### src/sv/rtc_calendar_register_file_assert.svh
// Assertion macros shared by the RTC calendar register file RTL.
// Depends on nothing; files that check their own logic include it.
`ifndef RTC_CALENDAR_REGISTER_FILE_ASSERT_SVH
`define RTC_CALENDAR_REGISTER_FILE_ASSERT_SVH

// Consequent checked in the same cycle as the antecedent.
`define RCRF_ASSERT_SAME(lbl, clk, rst_n, ante, cons) \
  lbl: assert property (@(posedge clk) disable iff (!rst_n) (ante) |-> (cons)) \
    else $error("rcrf: same-cycle check failed");

// Consequent checked in the cycle after the antecedent.
`define RCRF_ASSERT_NEXT(lbl, clk, rst_n, ante, cons) \
  lbl: assert property (@(posedge clk) disable iff (!rst_n) (ante) |=> (cons)) \
    else $error("rcrf: next-cycle check failed");

`endif

### src/sv/rcrf_pkg.sv
// Shared types, constants and BCD helpers for the RTC calendar register file.
// No dependencies; used by the calendar block and the top level.
package rcrf_pkg;

  localparam int FILE_BYTES_DEF = 40;
  localparam int CAL_BYTES      = 8;
  localparam int CAL_AW         = 3;

  // Request kinds carried on the input tuser
  localparam logic [1:0] OP_TICK  = 2'd0;
  localparam logic [1:0] OP_READ  = 2'd1;
  localparam logic [1:0] OP_WRITE = 2'd2;

  // Calendar byte positions
  localparam logic [CAL_AW-1:0] IDX_SEC   = 3'd0;
  localparam logic [CAL_AW-1:0] IDX_MIN   = 3'd1;
  localparam logic [CAL_AW-1:0] IDX_HOUR  = 3'd2;
  localparam logic [CAL_AW-1:0] IDX_WDAY  = 3'd3;
  localparam logic [CAL_AW-1:0] IDX_DATE  = 3'd4;
  localparam logic [CAL_AW-1:0] IDX_MONTH = 3'd5;
  localparam logic [CAL_AW-1:0] IDX_YEAR  = 3'd6;
  localparam logic [CAL_AW-1:0] IDX_CTRL  = 3'd7;

  localparam logic [7:0] MAX_SEC      = 8'd59;
  localparam logic [7:0] MAX_MIN      = 8'd59;
  localparam logic [7:0] MAX_HOUR     = 8'd23;
  localparam logic [7:0] MAX_WDAY     = 8'd7;
  localparam logic [7:0] DAYS_SHORT   = 8'd30;
  localparam logic [7:0] DAYS_LONG    = 8'd31;
  localparam logic [7:0] DAYS_FEB     = 8'd28;
  localparam logic [7:0] DAYS_FEB_LP  = 8'd29;
  localparam logic [7:0] MONTHS       = 8'd12;
  localparam logic [7:0] HI_NIBBLE    = 8'hF0;
  localparam logic [7:0] LO_NIBBLE    = 8'h0F;

  localparam logic [7:0] RST_WDAY  = 8'd7;
  localparam logic [7:0] RST_DATE  = 8'd1;
  localparam logic [7:0] RST_MONTH = 8'd1;
  localparam logic [7:0] RST_YEAR  = 8'd12;

  localparam logic [7:0] CFG_BCD_ADDR = 8'd0;

  typedef struct packed {
    logic              tick;
    logic              wr;
    logic [CAL_AW-1:0] addr;
    logic [7:0]        wdata;
  } cal_req_t;

  // Binary to BCD; values over 99 do not fit: the tens nibble holds the tens count modulo 16
  function automatic logic [7:0] to_bcd(input logic [7:0] v);
    logic [15:0] prod;
    logic [4:0]  tens;
    logic [7:0]  ones;
    prod = 16'(v) * 16'd205;
    tens = prod[15:11];
    ones = 8'(v - 8'(8'(tens) * 8'd10));
    return {tens[3:0], ones[3:0]};
  endfunction

  // BCD to binary, no digit check
  function automatic logic [7:0] from_bcd(input logic [7:0] v);
    logic [7:0] hi;
    logic [7:0] lo;
    hi = (v & HI_NIBBLE) >> 4;
    lo = v & LO_NIBBLE;
    return 8'((hi << 3) + (hi << 1) + lo);
  endfunction

endpackage

### src/sv/rtc_calendar_register_file.sv
// Top level of the RTC calendar register file: stream ports, APB config,
// two-stage result pipeline. Depends on rcrf_pkg, rcrf_calendar, rcrf_ram.
//
//  channel   direction  handshake                 payload
//  s_axis    in         tvalid/tready             tuser op, tdata address+write_data
//  m_axis    out        tvalid/tready             tdata read_data, tuser out_of_range
//  apb       in         psel/penable/pwrite       register 0 bcd_en at byte 0
//
// One request per cycle while the output is not stalled; its result is held in stage 1, then in the result register.
// Calendar update, writes and the RAM read are done at the accepting edge,
// BCD conversion of read data in the second stage; the RAM read port sets
// the latency. Reset restores the calendar to its default date, clears
// bcd_en and empties the pipeline; RAM bytes read as zero until written.
// A stalled output holds both stages; input is refused only when both are full.
`include "rtc_calendar_register_file_assert.svh"

module rtc_calendar_register_file #(
  parameter int FILE_BYTES = rcrf_pkg::FILE_BYTES_DEF
) (
  input  logic        clk_i,
  input  logic        rst_ni,
  input  logic        s_axis_tvalid,
  output logic        s_axis_tready,
  input  logic [15:0] s_axis_tdata,   // [6:0] address, [14:7] write_data, [15] zero
  input  logic [1:0]  s_axis_tuser,   // [1:0] op
  output logic        m_axis_tvalid,
  input  logic        m_axis_tready,
  output logic [7:0]  m_axis_tdata,   // [7:0] read_data
  output logic        m_axis_tuser,   // [0] out_of_range
  input  logic        psel,
  input  logic        penable,
  input  logic        pwrite,
  input  logic [2:0]  paddr,
  input  logic [31:0] pwdata,
  output logic [31:0] prdata,
  output logic        pready
);

  localparam int RamDepth = (FILE_BYTES > rcrf_pkg::CAL_BYTES) ?
                            FILE_BYTES - rcrf_pkg::CAL_BYTES : 1;
  localparam int RamAw    = (RamDepth > 1) ? $clog2(RamDepth) : 1;
  localparam logic [7:0] FileLimit = 8'(FILE_BYTES);

  // config register
  logic bcd_q;
  assign pready = 1'b1;
  assign prdata = (paddr[2] == 1'b0) ? {31'b0, bcd_q} : '0;

  always_ff @(posedge clk_i or negedge rst_ni) begin
    if (!rst_ni) begin
      bcd_q <= 1'b0;
    end else if (psel && penable && pwrite && pready && (paddr[2] == 1'b0)) begin
      bcd_q <= pwdata[0];
    end
  end

  // request decode
  logic       acc, adv1;
  logic [1:0] op;
  logic [6:0] addr;
  logic [7:0] wdata, wbyte;
  logic       in_range, is_cal, is_rd, is_wr;
  logic [6:0] ram_idx;
  logic       ram_we, ram_re;

  assign op       = s_axis_tuser;
  assign addr     = s_axis_tdata[6:0];
  assign wdata    = s_axis_tdata[14:7];
  assign acc      = s_axis_tvalid && s_axis_tready;
  assign in_range = {1'b0, addr} < FileLimit;
  assign is_cal   = addr[6:3] == '0;
  assign is_rd    = op == rcrf_pkg::OP_READ;
  assign is_wr    = op == rcrf_pkg::OP_WRITE;
  assign wbyte    = bcd_q ? rcrf_pkg::from_bcd(wdata) : wdata;
  assign ram_idx  = 7'(addr - 7'(rcrf_pkg::CAL_BYTES));
  assign ram_we   = acc && is_wr && in_range && !is_cal;
  assign ram_re   = acc && is_rd && in_range && !is_cal;

  rcrf_pkg::cal_req_t cal_req;
  logic [7:0]         cal_rdata, ram_rdata;

  always_comb begin
    cal_req.tick  = acc && (op == rcrf_pkg::OP_TICK);
    cal_req.wr    = acc && is_wr && in_range && is_cal;
    cal_req.addr  = addr[rcrf_pkg::CAL_AW-1:0];
    cal_req.wdata = wbyte;
  end

  rcrf_calendar u_cal (
    .clk_i   (clk_i),
    .rst_ni  (rst_ni),
    .req_i   (cal_req),
    .raddr_i (addr[rcrf_pkg::CAL_AW-1:0]),
    .rdata_o (cal_rdata)
  );

  rcrf_ram #(
    .WIDTH (8),
    .DEPTH (RamDepth),
    .AW    (RamAw)
  ) u_ram (
    .clk_i   (clk_i),
    .we_i    (ram_we),
    .waddr_i (ram_idx[RamAw-1:0]),
    .wdata_i (wbyte),
    .re_i    (ram_re),
    .raddr_i (ram_idx[RamAw-1:0]),
    .rdata_o (ram_rdata)
  );

  // mark RAM bytes once written; unmarked bytes read as zero
  logic [RamDepth-1:0] ram_vld_q;

  always_ff @(posedge clk_i or negedge rst_ni) begin
    if (!rst_ni) begin
      ram_vld_q <= '0;
    end else if (ram_we) begin
      ram_vld_q[ram_idx[RamAw-1:0]] <= 1'b1;
    end
  end

  // stage 1: raw byte and flags
  logic       s1_valid_q, s1_rd_q, s1_ram_q, s1_ramv_q, s1_oor_q;
  logic [7:0] s1_cal_q;
  // stage 2: result register
  logic       out_valid_q, out_oor_q;
  logic [7:0] out_data_q, s2_byte, s2_data;

  assign adv1          = !out_valid_q || m_axis_tready;
  assign s_axis_tready = !s1_valid_q || adv1;

  always_ff @(posedge clk_i or negedge rst_ni) begin
    if (!rst_ni) begin
      s1_valid_q  <= 1'b0;
      out_valid_q <= 1'b0;
    end else begin
      if (acc) begin
        s1_valid_q <= 1'b1;
      end else if (adv1) begin
        s1_valid_q <= 1'b0;
      end
      if (adv1) begin
        out_valid_q <= s1_valid_q;
      end
    end
  end

  always_ff @(posedge clk_i) begin
    if (acc) begin
      s1_rd_q   <= is_rd && in_range;
      s1_ram_q  <= !is_cal;
      s1_ramv_q <= ram_vld_q[ram_idx[RamAw-1:0]];
      s1_oor_q  <= (is_rd || is_wr) && !in_range;
      s1_cal_q  <= cal_rdata;
    end
    if (adv1 && s1_valid_q) begin
      out_data_q <= s2_data;
      out_oor_q  <= s1_oor_q;
    end
  end

  always_comb begin
    s2_byte = s1_ram_q ? (s1_ramv_q ? ram_rdata : 8'd0) : s1_cal_q;
    s2_data = '0;
    if (s1_rd_q) begin
      s2_data = bcd_q ? rcrf_pkg::to_bcd(s2_byte) : s2_byte;
    end
  end

  assign m_axis_tvalid = out_valid_q;
  assign m_axis_tdata  = out_data_q;
  assign m_axis_tuser  = out_oor_q;

  `RCRF_ASSERT_SAME(a_oor_zero, clk_i, rst_ni, m_axis_tvalid && m_axis_tuser, m_axis_tdata == '0)
  `RCRF_ASSERT_SAME(a_full_stall, clk_i, rst_ni, s1_valid_q && out_valid_q && !m_axis_tready, !s_axis_tready)

endmodule

### src/sv/rcrf_ram.sv
// Generic single-port-write, registered-read RAM for the general bytes.
// No dependencies.
module rcrf_ram #(
  parameter int WIDTH = 8,
  parameter int DEPTH = 32,
  parameter int AW    = (DEPTH > 1) ? $clog2(DEPTH) : 1
) (
  input  logic             clk_i,
  input  logic             we_i,
  input  logic [AW-1:0]    waddr_i,
  input  logic [WIDTH-1:0] wdata_i,
  input  logic             re_i,
  input  logic [AW-1:0]    raddr_i,
  output logic [WIDTH-1:0] rdata_o
);

  logic [WIDTH-1:0] mem_q [DEPTH];
  logic [WIDTH-1:0] rdata_q;

  always_ff @(posedge clk_i) begin
    if (we_i) begin
      mem_q[waddr_i] <= wdata_i;
    end
    if (re_i) begin
      rdata_q <= mem_q[raddr_i];
    end
  end

  assign rdata_o = rdata_q;

endmodule

### src/sv/rcrf_calendar.sv
// Calendar bytes 0..7 in flops: one-second tick, byte writes and byte reads.
// Depends on rcrf_pkg and the assertion macro header.
`include "rtc_calendar_register_file_assert.svh"

module rcrf_calendar (
  input  logic               clk_i,
  input  logic               rst_ni,
  input  rcrf_pkg::cal_req_t req_i,
  input  logic [rcrf_pkg::CAL_AW-1:0] raddr_i,
  output logic [7:0]         rdata_o
);

  logic [7:0] cal_q [rcrf_pkg::CAL_BYTES];
  logic [7:0] cal_d [rcrf_pkg::CAL_BYTES];

  logic [7:0] sec1, min1, hour1, date1, wday1, mon, mon1, year1;
  logic       c_sec, c_min, c_hour, roll;
  logic [7:0] limit;
  logic       long_month;

  always_comb begin
    sec1  = cal_q[rcrf_pkg::IDX_SEC] + 8'd1;
    c_sec = sec1 > rcrf_pkg::MAX_SEC;
    if (c_sec) begin
      sec1 = '0;
    end
    min1  = cal_q[rcrf_pkg::IDX_MIN] + 8'(c_sec);
    c_min = min1 > rcrf_pkg::MAX_MIN;
    if (c_min) begin
      min1 = '0;
    end
    hour1  = cal_q[rcrf_pkg::IDX_HOUR] + 8'(c_min);
    c_hour = hour1 > rcrf_pkg::MAX_HOUR;
    if (c_hour) begin
      hour1 = '0;
    end
    date1 = cal_q[rcrf_pkg::IDX_DATE] + 8'(c_hour);
    wday1 = cal_q[rcrf_pkg::IDX_WDAY] + 8'(c_hour);
    if (c_hour && (wday1 > rcrf_pkg::MAX_WDAY)) begin
      wday1 = 8'd1;
    end

    // month length; a month byte outside 1..12 never rolls the date
    mon        = cal_q[rcrf_pkg::IDX_MONTH];
    long_month = 1'b0;
    limit      = 8'hFF;
    case (mon)
      8'd4, 8'd6, 8'd9, 8'd11: limit = rcrf_pkg::DAYS_SHORT;
      8'd2: limit = (cal_q[rcrf_pkg::IDX_YEAR][1:0] == 2'b00) ?
                    rcrf_pkg::DAYS_FEB_LP : rcrf_pkg::DAYS_FEB;
      8'd1, 8'd3, 8'd5, 8'd7, 8'd8, 8'd10, 8'd12: begin
        limit      = rcrf_pkg::DAYS_LONG;
        long_month = 1'b1;
      end
      default: limit = 8'hFF;
    endcase
    roll  = (limit != 8'hFF) && (date1 > limit);
    mon1  = mon;
    year1 = cal_q[rcrf_pkg::IDX_YEAR];
    if (roll) begin
      date1 = 8'd1;
      mon1  = mon + 8'd1;
      if (long_month && (mon1 > rcrf_pkg::MONTHS)) begin
        mon1  = 8'd1;
        year1 = year1 + 8'd1;
      end
    end

    for (int i = 0; i < rcrf_pkg::CAL_BYTES; i++) begin
      cal_d[i] = cal_q[i];
    end
    if (req_i.tick) begin
      cal_d[rcrf_pkg::IDX_SEC]   = sec1;
      cal_d[rcrf_pkg::IDX_MIN]   = min1;
      cal_d[rcrf_pkg::IDX_HOUR]  = hour1;
      cal_d[rcrf_pkg::IDX_WDAY]  = wday1;
      cal_d[rcrf_pkg::IDX_DATE]  = date1;
      cal_d[rcrf_pkg::IDX_MONTH] = mon1;
      cal_d[rcrf_pkg::IDX_YEAR]  = year1;
    end else if (req_i.wr) begin
      cal_d[req_i.addr] = req_i.wdata;
    end
  end

  always_ff @(posedge clk_i or negedge rst_ni) begin
    if (!rst_ni) begin
      for (int i = 0; i < rcrf_pkg::CAL_BYTES; i++) begin
        cal_q[i] <= '0;
      end
      cal_q[rcrf_pkg::IDX_WDAY]  <= rcrf_pkg::RST_WDAY;
      cal_q[rcrf_pkg::IDX_DATE]  <= rcrf_pkg::RST_DATE;
      cal_q[rcrf_pkg::IDX_MONTH] <= rcrf_pkg::RST_MONTH;
      cal_q[rcrf_pkg::IDX_YEAR]  <= rcrf_pkg::RST_YEAR;
    end else begin
      for (int i = 0; i < rcrf_pkg::CAL_BYTES; i++) begin
        cal_q[i] <= cal_d[i];
      end
    end
  end

  assign rdata_o = cal_q[raddr_i];

  `RCRF_ASSERT_NEXT(a_tick_bounds, clk_i, rst_ni, req_i.tick, (cal_q[rcrf_pkg::IDX_SEC] <= rcrf_pkg::MAX_SEC) && (cal_q[rcrf_pkg::IDX_MIN] <= rcrf_pkg::MAX_MIN) && (cal_q[rcrf_pkg::IDX_HOUR] <= rcrf_pkg::MAX_HOUR))
  `RCRF_ASSERT_NEXT(a_sec_write, clk_i, rst_ni, req_i.wr && !req_i.tick && (req_i.addr == rcrf_pkg::IDX_SEC), cal_q[rcrf_pkg::IDX_SEC] == $past(req_i.wdata))

endmodule
### config.mk
export PLATFORM = sky130hd
export DESIGN_NAME = rtc_calendar_register_file
export DESIGN_NICKNAME = d
export VERILOG_FILES = /design/src/sv/rcrf_pkg.sv /design/src/sv/rtc_calendar_register_file.sv /design/src/sv/rcrf_ram.sv /design/src/sv/rcrf_calendar.sv
export VERILOG_INCLUDE_DIRS = /design/src /design/src/sv
export SDC_FILE = /design/constraint.sdc
export NUM_CORES = 1
export LEC_CHECK = 0
export BUFFER_PORTS_ARGS = -buffer_cell sky130_fd_sc_hd__buf_2
export CORE_MARGIN = 5
export CORE_UTILIZATION = 53
export CTS_BUF_LIST = sky130_fd_sc_hd__clkbuf_8
export CTS_CLUSTER_SIZE = 16
export DETAILED_ROUTE_END_ITERATION = 6
export HOLD_SLACK_MARGIN = 0.12
export PLACE_DENSITY = 0.8
export SETUP_SLACK_MARGIN = 0.1
export SLEW_MARGIN = 40
export SYNTH_ARGS = -nofsm -noshare
export SYNTH_HDL_FRONTEND = slang
export SYNTH_SLANG_ARGS = --single-unit
### constraint.sdc
create_clock -name clk_i -period 12.3 [get_ports clk_i]
set_clock_uncertainty 0.1 [all_clocks]
set_input_delay 0.615 -clock clk_i [delete_from_list [all_inputs] [get_ports clk_i]]
set_output_delay 0.615 -clock clk_i [all_outputs]
set_load 0.05 [all_outputs]
* Yosys cells after proc, flatten, opt, wreduce, memory -nomap -nowiden
Memories as Yosys holds them, arrays and structs flattened. A register that Yosys moved wholly into a read port is not among the register bits.
Cells that the tools add are included.
** Cells by class
- Add/sub/neg operators :: 11
- Multiply operators :: 2
- Magnitude comparators :: 11
- Equality and inequality tests :: 17
- Multiplexer cells :: 33
- Bitwise operators :: 4
- Reductions and logical operators :: 37
** Operator list (number)
- 2-to-1 mux 8 bit :: 16
- bitwise mux 64 bit :: 1
- 2-to-1 mux 64 bit :: 1
- 2-to-1 mux 56 bit :: 1
- == test 8 x 4 -> 1 bit (second input constant) :: 5
- adder 8 x 1 -> 8 bit :: 4
- == test 8 x 3 -> 1 bit (second input constant) :: 4
- bitwise OR 32 bit :: 1
- adder 8 x 1 -> 8 bit (second input constant) :: 3
- binary-select mux 8 bit (select 3 bit) :: 1
- demux 8 bit (select 3 bit) :: 1
- case mux 8 bit (3 select lines) :: 1
- logical AND 1 bit :: 20
- == test 8 x 2 -> 1 bit (second input constant) :: 2
- greater-than comparator 8 x 6 -> 1 bit (second input constant) :: 2
- multiplier 8 x 8 -> 16 bit (second input constant) :: 1
- 2-to-1 mux 1 bit :: 9
- adder 7 x 5 -> 8 bit :: 1
- adder 8 x 4 -> 8 bit :: 1
- == test 8 x 1 -> 1 bit (second input constant) :: 1
- greater-than comparator 8 x 3 -> 1 bit (second input constant) :: 1
- greater-than comparator 8 x 4 -> 1 bit (second input constant) :: 1
- greater-than comparator 8 x 5 -> 1 bit (second input constant) :: 1
- greater-than comparator 8 bit :: 1
- other kinds (25) :: 35
** Word-level totals
- Flip-flop bits (word level) :: 120
- RAM bits :: 256
- Input bits :: 60
- Output and inout port bits :: 44
- Word-level logic and storage cells :: 135
- Memories kept :: 1
** Memories
- u_ram.mem_q :: words 32, bits a word 8, read ports 1, clocked after Yosys merged registers in 1, wr ports 1, line rcrf_ram.sv:17 : logic [WIDTH-1:0] mem_q [DEPTH];

* Logic depth before layout (Yosys ltp)
Gate-level depths: netlist of run 1.
- Depth after elaboration :: 11
- Depth in mapped cells :: 33
- Depth with buffers taken out :: 31

* By module
A second synthesis of run 1 with hierarchy kept.
** Unflattened totals
- Cell total of the unflattened synthesis :: 1307
- Area, all modules :: 19160.9 µm²
** By module, submodules not included
- rcrf_ram :: times used 1, cells each 417, area each 10133.5 µm², seq. area each 7927.6 µm²
- rcrf_calendar :: times used 1, cells each 498, area each 4719.5 µm², seq. area each 1610.3 µm²
- rtc_calendar_register_file :: times used 1, cells each 392, area each 4307.9 µm², seq. area each 1506.4 µm²

* Worst setup path after synthesis of run 1
No wires, ideal clock.
- Kind :: register -> register
- Start :: reg u_cal.cal_q[56] (netlist bit)
- End :: reg u_cal.cal_q[15] (netlist bit)
- Library setup time :: 0.126 ns
- Arrival :: 6.967 ns
- Data required time :: 12.074 ns
- Setup slack :: 5.107 ns
- Cell stages (with the launch flop) :: 32
- Path buffers :: 1
- Clock period less this slack :: 7.193 ns
- Cell sequence :: dfrtp_1 > ha_1 > xor2_1 > maj3_1 > a311oi_1 > a21oi_1 > ha_1 > ha_1 > and3_1 > and3_1 > or3_1 > a21oi_1 > nor2_1 > ha_1 > ha_1 > and3_1 > nand3_1 > a31oi_1 > o22ai_1 > ha_1 > and3_1 > and3_1 > nand3_1 > xnor2_1 > ha_1 > nand4_1 > o41ai_2 > nand3_4 > or4b_4 > buf_6 > mux2_4 > a221o_1
** Between the ends
- Longest elaborated chain between the ends :: 11
** Ends and longest elaborated chain
- from (decl) :: line rcrf_calendar.sv:13 : logic [7:0] cal_q [rcrf_pkg::CAL_BYTES];
- from (signal, indexed assignment) :: line rcrf_calendar.sv:90 : cal_q[rcrf_pkg::IDX_WDAY] <= rcrf_pkg::RST_WDAY;
- from (signal, indexed assignment) :: line rcrf_calendar.sv:91 : cal_q[rcrf_pkg::IDX_DATE] <= rcrf_pkg::RST_DATE;
- from (signal, indexed assignment) :: line rcrf_calendar.sv:92 : cal_q[rcrf_pkg::IDX_MONTH] <= rcrf_pkg::RST_MONTH;
- adder 8 x 1 -> 8 bit :: line rcrf_calendar.sv:22 : sec1 = cal_q[rcrf_pkg::IDX_SEC] + 8'd1;
- greater-than comparator 8 x 6 -> 1 bit :: line rcrf_calendar.sv:23 : c_sec = sec1 > rcrf_pkg::MAX_SEC;
- adder 8 x 1 -> 8 bit :: line rcrf_calendar.sv:27 : min1 = cal_q[rcrf_pkg::IDX_MIN] + 8'(c_sec);
- greater-than comparator 8 x 6 -> 1 bit :: line rcrf_calendar.sv:28 : c_min = min1 > rcrf_pkg::MAX_MIN;
- adder 8 x 1 -> 8 bit :: line rcrf_calendar.sv:32 : hour1 = cal_q[rcrf_pkg::IDX_HOUR] + 8'(c_min);
- greater-than comparator 8 x 5 -> 1 bit :: line rcrf_calendar.sv:33 : c_hour = hour1 > rcrf_pkg::MAX_HOUR;
- adder 8 x 1 -> 8 bit :: line rcrf_calendar.sv:37 : date1 = cal_q[rcrf_pkg::IDX_DATE] + 8'(c_hour);
- greater-than comparator 8 bit :: line rcrf_calendar.sv:57 : roll = (limit != 8'hFF) && (date1 > limit);
- logical AND 1 bit :: line rcrf_calendar.sv:57
- != test 2 x 1 -> 1 bit (no line)
- AND reduction 3 bit (no line)
Every way passes these cells.
A chain may end at the register's enable or synchronous reset.

* Worst setup path in the final report of run 1
- Start :: reg u_cal.cal_q[56] (netlist bit)
- End :: reg u_cal.cal_q[14] (netlist bit)
The elaborated chain is that of the path after synthesis.

==> metrics.log, run 1 <==
INFO  metric dp_cells = 1742
INFO  metric grt_pass1_vias = 11600
INFO  metric syn_avg_cell_area = 14.6 um^2
INFO  metric max_cap_viol_count = 0
INFO  metric r2r_slack = 4.42 ns
INFO  metric worstReg2RegEnd = u_cal.cal_q[14]
INFO  metric irDropWorstVdd = 71.7 uV
INFO  metric maximum_number_of_pins_on_one_net_before_global_route_repair = 74
INFO  metric first_pass_grt_wire_length = 65000 um
INFO  metric row_count = 69
INFO  metric antenna_found_initial = 0
INFO  metric cell_with_the_largest_stage_delay_on_the_worst_path = or4b_4
INFO  metric yosysWarningCount = 0
INFO  metric achievable-frequency = 127 MHz
INFO  metric crit_type = flop to flop
INFO  metric worst_ep_arrival_time = 8.28 ns
INFO  metric globalplace.congestion = 0.884
INFO  metric ys_dominant_reg_cell = edfxtp_1
INFO  metric outcome = finished clean
INFO  metric global_route.usage.total = 0.214
INFO  metric filler_cell_count = 2562
INFO  metric post_route_cells_drive_above_1_share = 0.236
INFO  metric net_switching_power = 0.000923 W
INFO  metric worst_setup_path_start_kind = flop
INFO  metric routed_via_density = 6.04
INFO  metric fin_tns_setup = 0 ns
INFO  metric clk_path_buf_depth = 3
INFO  metric p_leak = 8.16 nW
INFO  metric number_of_h_tree_levels = 2
INFO  metric r2r_start = u_cal.cal_q[56]
INFO  metric synthTopCellsByArea = edfxtp_1 (45%), mux4_2 (13%), dfrtp_1 (12%), ha_1 (5.1%), inv_1 (1.7%)
INFO  metric period_minus_slack = 7.88 ns
INFO  metric drt_drc_violations_left = 0
INFO  metric pwr-share-comb = 0.178
INFO  metric cts_root_buf = clkbuf_8
INFO  metric floorplan_core_area = 35300 um^2
INFO  metric final_max_slew_viol_count = 0
INFO  metric die_y = 198 um
INFO  metric fp.dieArea = 39400 um^2
INFO  metric intPower = 0.00227 W
INFO  metric hold_path_startpoint = s_axis_tvalid
INFO  metric min_period_over_period = 0.641
INFO  metric fin_area = 20600 um^2
INFO  metric antenna_violating_nets_post_route = 0
INFO  metric netlist.top_cell.by_area = edfxtp_1
INFO  metric synth_area = 18800 um^2
INFO  metric cts_num_sinks = 384
INFO  metric critPathMaxFanout = 16
INFO  metric cts.clk_slew.worst_paths = 0.06 ns
INFO  metric finished_layout_cells = 1858
INFO  metric worstHoldPathCells = 2
INFO  metric fin_nets = 1497
INFO  metric boundaryPins = 104
INFO  metric holdPathEnd = s1_valid_q
INFO  metric cp_slowest_stage_delay = 0.67 ns
INFO  metric routed_wire_length_per_instance = 22.1 um
INFO  metric placedInstanceArea = 19300 um^2
INFO  metric holdCritPathClass = input port to flop
INFO  metric buffer_ports.inserted = 37
INFO  metric drt-initial-drc-count = 1123
INFO  metric ys_async_sr_fraction = 0.258
INFO  metric synthCells = 1284
INFO  metric power_per_cell_area = 155 nW/um^2
INFO  metric synth.top_cell.area_share = 0.455
INFO  metric worstSetupEndpointType = flop
INFO  metric final_common_cell = edfxtp_1
INFO  metric vias = 11200
INFO  metric timing.final.setup_violations = 0
INFO  metric timing.critical_path.mode_cell = ha_1
INFO  metric area_growth = 9.57%
INFO  metric rsz0062_at_grt = false
INFO  metric clock_power_share = 0.328
INFO  metric antenna-diode-count = 0
INFO  metric detailedRoute.firstPassIterationCount = 6
INFO  metric post-dp-hpwl = 27200 um
INFO  metric tritoncts.num_buffers = 60
INFO  metric drt-total-wl = 41100 um
INFO  metric tritoncts = done
INFO  metric clkLatencyLatePin = 0.63 ns
INFO  metric worst_slew_margin_rel = 0.436
INFO  metric start_util = 0.533
INFO  metric switching_share = 0.289
INFO  metric critical_path_required = 12.69 ns
INFO  metric seq_power_share = 0.494
INFO  metric fp.dieW = 198 um
INFO  metric gr-total-overflow = 0
INFO  metric synth.ff_latch_count = 384
INFO  metric hold_violations = 0
INFO  metric ff2ff_path_depth = 31
INFO  metric tightestPinTransition = 0.843 ns
INFO  metric synth.yosys.seq_area_share = 0.587
INFO  metric yosys.cell_types.count = 75
INFO  metric synth-edff-count = 285
INFO  metric final_cell_mix = edfxtp_1 (285), mux4_2 (105), inv_1 (100), dfrtp_1 (92), nand2_1 (82)
[routing by layer]
layer	track usage	up-vias	share of wire	wire (um)
li1	-	4952	-	-
met1	0.295	5659	0.40	16300
met2	0.355	551	0.49	20200
met3	0.0396	63	0.089	3670
met4	0.0604	0	0.021	873
met5	0	-	0	0
[power groups by stage]
stage | logic (W) | registers [W] | clock network [W]
floorplan | 0.000411 | 0.00158 | 0
finish | 0.000567 | 0.00158 | 0.00105
CTS | 0.000563 | 0.00158 | 0.00107
detailed placement | 0.000559 | 0.00160 | 0
global placement | 0.000534 | 0.00160 | 0
global route | 0.000625 | 0.00159 | 0.00113
[sequential cells by signal, indices dropped and copies added, names as in the netlist]
name and flops:
s1_ramv_q 1, s1_valid_q 1, m_axis_tvalid 1, s1_oor_q 1, u_ram.rdata_o 8, u_cal.cal_q 56, ram_vld_q 32, s1_cal_q 8
m_axis_tdata 8, u_cal.mon 8, s1_ram_q 1, bcd_q 1, s1_rd_q 1, m_axis_tuser 1, u_ram.mem_q 256
[area by class of cell]
type / instances / area, um^2 / area share
Inverter: 84 / 315 / 0.0153
Clock inverter: 52 / 345 / 0.0168
Clock buffer: 61 / 840 / 0.0407
Sequential cell: 384 / 11000 / 0.536
Multi-Input combinational cell: 764 / 7140 / 0.347
Tap cell: 461 / 577 / 0.0280
Timing Repair Buffer: 52 / 344 / 0.0167
[Yosys cell counts (all sizes together) (3+ instances only)]
| cell type | count |
|---|---|
| edfxtp | 285 |
| mux4 | 106 |
| dfrtp | 92 |
| inv | 83 |
| nand2 | 82 |
| ha | 77 |
| nor2 | 65 |
| buf | 50 |
| o21ai | 48 |
| or2 | 37 |
| nand3 | 34 |
| a21oi | 32 |
| clkbuf | 32 |
| a22o | 18 |
| mux2i | 18 |
| nand2b | 18 |
| and3 | 16 |
| mux2 | 15 |
| fa | 14 |
| nor3 | 14 |
| xnor2 | 11 |
| and2 | 10 |
| o31ai | 9 |
| xor2 | 8 |
| dfstp | 7 |
| o221ai | 7 |
| a21o | 6 |
| a221o | 6 |
| nand4 | 6 |
| nor2b | 6 |
| o21a | 6 |
| or3 | 5 |
| a211oi | 4 |
| a31oi | 4 |
| nand3b | 4 |
| nor3b | 4 |
| o211a | 4 |
| a22oi | 3 |
| a311oi | 3 |
| o211ai | 3 |
| o22ai | 3 |
| o41ai | 3 |
[critical path: cells and delay by family (launching register included)]
| kind | cells | cell delay [ns] |
|---|---|---|
| flip-flops | 1 | 0.43 |
| adder cells (fa/ha/maj) | 8 | 2.08 |
| buffers and inverters | 1 | 0.21 |
| AO/OA/AOI/OAI | 7 | 1.57 |
| XOR/XNOR | 2 | 0.32 |
| AND/OR/NAND/NOR | 12 | 2.71 |
| multiplexers | 1 | 0.34 |
[per-stage QoR]
step           hold WS, ns  total power, W  setup WS [ns]   util
6_report             0.180         0.00319           4.42  0.584
5_1_grt              0.163         0.00334           3.94  0.584
4_1_cts              0.135         0.00320           4.51  0.581
3_5_place_dp         0.349         0.00216           4.57  0.547
3_3_place_gp         0.345         0.00213           4.66  0.547
2_1_floorplan        0.219         0.00199           5.11      -
[repair_timing]
item                      CTS  global route
gates resized for setup     0             0
setup buffers               0             0
hold buffers                2             0
hold endpoints to repair   28             0
[kinds of logic (layout without fill, tap and decap cells)]
kind of cell | Yosys count | in the layout | share of synthesized area
buffers and inverters | 166 | 249 | 0.0425
other | 2 | 32 | 0.000399
and+or+nand+nor | 309 | 309 | 0.0832
DFF | 384 | 384 | 0.587
xor gates and xnor gates | 21 | 21 | 0.0112
adders and majority gates | 92 | 92 | 0.0667
muxes | 139 | 139 | 0.146
AOI/OAI and AO/OA | 171 | 171 | 0.0627
[worst max-delay path by stage]
stage,from,endpoint,slack [ns],depth (start not counted)
floorplan,u_cal.cal_q[56],u_cal.cal_q[15],5.11,31
global placement,u_cal.cal_q[56],u_cal.cal_q[14],4.66,31
global route,u_cal.cal_q[56],u_cal.cal_q[14],3.94,31
detailed placement,u_cal.cal_q[56],u_cal.cal_q[15],4.57,31
CTS,u_cal.cal_q[56],u_cal.cal_q[15],4.51,31
finish,u_cal.cal_q[56],u_cal.cal_q[14],4.42,31
(Power assumes the default switching activity.)
==> run 2, diff against run 1 <==
Clock period 12.3 ns to 8.1 ns, I/O delays scaled along.
==> run 2 against run 1 <==
Routed wire length fell by 1.5%. Utilization rose by 0.32 points. First-iteration DRC count grew 5.3%. Worst hold slack lost 0.020 ns. Fmax up 4.1%. Die area unchanged. Non-clock buffer count grew 6. Critical path type unchanged.
==> metrics.log, run 2 (same netlist as run 1, synthesis figures left out) <==
INFO  metric final_common_cell = edfxtp_1
INFO  metric outcome = finished clean
INFO  metric drt-initial-drc-count = 1183
INFO  metric antenna_violating_nets_post_route = 0
INFO  metric period_minus_slack = 7.57 ns
INFO  metric achievable-frequency = 132 MHz
INFO  metric irDropWorstVdd = 169 uV
INFO  metric tritoncts.num_buffers = 60
INFO  metric power_per_cell_area = 237 nW/um^2
INFO  metric row_count = 69
INFO  metric max_cap_viol_count = 0
INFO  metric worstHoldPathCells = 3
INFO  metric clk_path_buf_depth = 3
INFO  metric post-dp-hpwl = 26800 um
INFO  metric global_route.usage.total = 0.208
INFO  metric cp_slowest_stage_delay = 0.63 ns
INFO  metric dp_slack = 0.568 ns
INFO  metric holdCritPathClass = input port to flop
INFO  metric fin_tns_setup = 0 ns
INFO  metric grt_util_met2 = 0.342
INFO  metric floorplan_core_area = 35300 um^2
INFO  metric use_met1 = 0.290
INFO  metric globalplace.congestion = 0.885
INFO  metric worst_slack = 0.526 ns
INFO  metric p_leak = 8.22 nW
INFO  metric antenna-diode-count = 0
INFO  metric timing.hold.ws = 0.159 ns
INFO  metric tritoncts = done
INFO  metric vias = 11300
INFO  metric rsz0062_at_grt = false
INFO  metric clkLatencyLatePin = 0.60 ns
INFO  metric crit_type = flop to flop
INFO  metric cts_root_buf = clkbuf_8
INFO  metric hold_violations = 0
INFO  metric globalRoute.busiestLayer = met2
INFO  metric cell_with_the_largest_stage_delay_on_the_worst_path = or4b_4
INFO  metric min_period_over_period = 0.935
INFO  metric fin_nets = 1503
INFO  metric worstSetupEndpointType = flop
INFO  metric ff2ff_path_depth = 30
INFO  metric post_route_cells_drive_above_1_share = 0.236
INFO  metric fp.dieArea = 39400 um^2
INFO  metric buffer_ports.inserted = 37
INFO  metric boundaryPins = 104
INFO  metric first_pass_grt_wire_length = 63500 um
INFO  metric final_cell_mix = edfxtp_1 (285), mux4_2 (105), inv_1 (99), dfrtp_1 (92), nand2_1 (82)
INFO  metric filler_cell_count = 2591
INFO  metric start_util = 0.533
INFO  metric maximum_number_of_pins_on_one_net_before_global_route_repair = 53
INFO  metric tightestPinTransition = 0.852 ns
INFO  metric gr-total-overflow = 0
INFO  metric critical_path_required = 8.49 ns
INFO  metric final_max_slew_viol_count = 0
INFO  metric die_y = 198 um
INFO  metric critPathMaxFanout = 16
INFO  metric grt_pass1_vias = 11200
INFO  metric antenna_found_initial = 0
INFO  metric timing.critical_path.mode_cell = ha_1
INFO  metric largest_register_ff_count = 256
INFO  metric most_flops_register = u_ram.mem_q
INFO  metric worst_ep_arrival_time = 7.97 ns
INFO  metric cts.clk_slew.worst_paths = 0.07 ns
INFO  metric reg_top3 = u_ram.mem_q x256, u_cal.cal_q x56, ram_vld_q x32
INFO  metric drt-total-wl = 40500 um
INFO  metric routed_via_density = 6.08
INFO  metric area_growth = 10.2%
INFO  metric drt_drc_violations_left = 0
INFO  metric detailedRoute.firstPassIterationCount = 5
INFO  metric fp.dieW = 198 um
INFO  metric global_routing_met3_resource_utilization = 0.0369
INFO  metric number_of_h_tree_levels = 2
INFO  metric worst_setup_path_start_kind = flop
INFO  metric worst_slew_margin_rel = 0.427
INFO  metric timing.final.setup_violations = 0
INFO  metric routed_wire_length_per_instance = 21.7 um
INFO  metric cts_num_sinks = 384
==> run 2: cell types whose count changed in the layout (fill, tap and decap cells not counted), moves of 2 or more <==
cell / previous run / this run
buf_2: 34 / 32
clkinvlp_4: 3 / 0
buf_4: 12 / 14
clkbuf_8: 62 / 66
dlygate4sd3_1: 2 / 10
o21ai_1: 4 / 6
clkinv_1: 17 / 14
o21ai_0: 44 / 42
==> run 2: routing by layer <==
| layer | vias up | share of wire |
|---|---|---|
| met4 | 0 | 0.021 |
| met2 | 526 | 0.49 |
| met1 | 5767 | 0.41 |
| li1 | 4954 | - |
| met3 | 71 | 0.080 |
| met5 | - | 0 |
==> run 2: critical path: cells and delay by family, from the launching register on <==
family                     cells  cell delay (ns)
AOI/OAI and AO/OA              8             1.78
xor gates and xnor gates       2             0.25
adders and majority gates      8             2.13
DFF                            1             0.43
muxes                          1             0.34
and+or+nand+nor               11             2.43
==> run 2: power breakdown <==
group	leakage (nW)	internal, W	switching, W
clock	0.707	0.000912	0.000749
sequential	3.87	0.00227	0.000123
combinational	3.64	0.000338	0.000523
==> run 2: repair_timing <==
| item | 4_1_cts | 5_1_grt |
|---|---|---|
| setup buffers | 0 | 0 |
| resized for setup | 0 | 1 |
| hold buffers | 10 | 0 |
| hold endpoints to repair | 52 | 0 |
| setup endpoints to repair | 0 | 2 |
==> run 2: area by class of cell <==
type / instances / area, um^2 / area share
Inverter: 84 / 315 / 0.0152
Clock inverter: 46 / 337 / 0.0162
Tap cell: 461 / 577 / 0.0278
Multi-Input combinational cell: 764 / 7150 / 0.345
Clock buffer: 66 / 908 / 0.0438
Sequential cell: 384 / 11000 / 0.533
Timing Repair Buffer: 58 / 388 / 0.0187
==> run 2: worst paths after layout <==
path                                  startpoint               to  slack (ns)
worst max-delay path             u_cal.cal_q[56]  u_cal.cal_q[15]        0.53
max in group asynchronous                 rst_ni  u_cal.cal_q[35]        6.42
worst min register to register          s1_oor_q     m_axis_tuser        0.35
min in group asynchronous                 rst_ni     ram_vld_q[6]        0.27
worst max register to register   u_cal.cal_q[56]  u_cal.cal_q[15]        0.53
worst min-delay path            s_axis_tdata[11]   u_cal.cal_q[4]        0.16
==> run 2: per-stage QoR <==
stage           util  cell area (um^2)  cells  power, W
2_1_floorplan      -             18900   1314   0.00302
3_3_place_gp   0.547             19300   1741   0.00324
3_5_place_dp   0.547             19300   1741   0.00328
6_report       0.587             20700   1863   0.00492
4_1_cts        0.585             20700   1863   0.00493
5_1_grt        0.587             20700   1863   0.00514
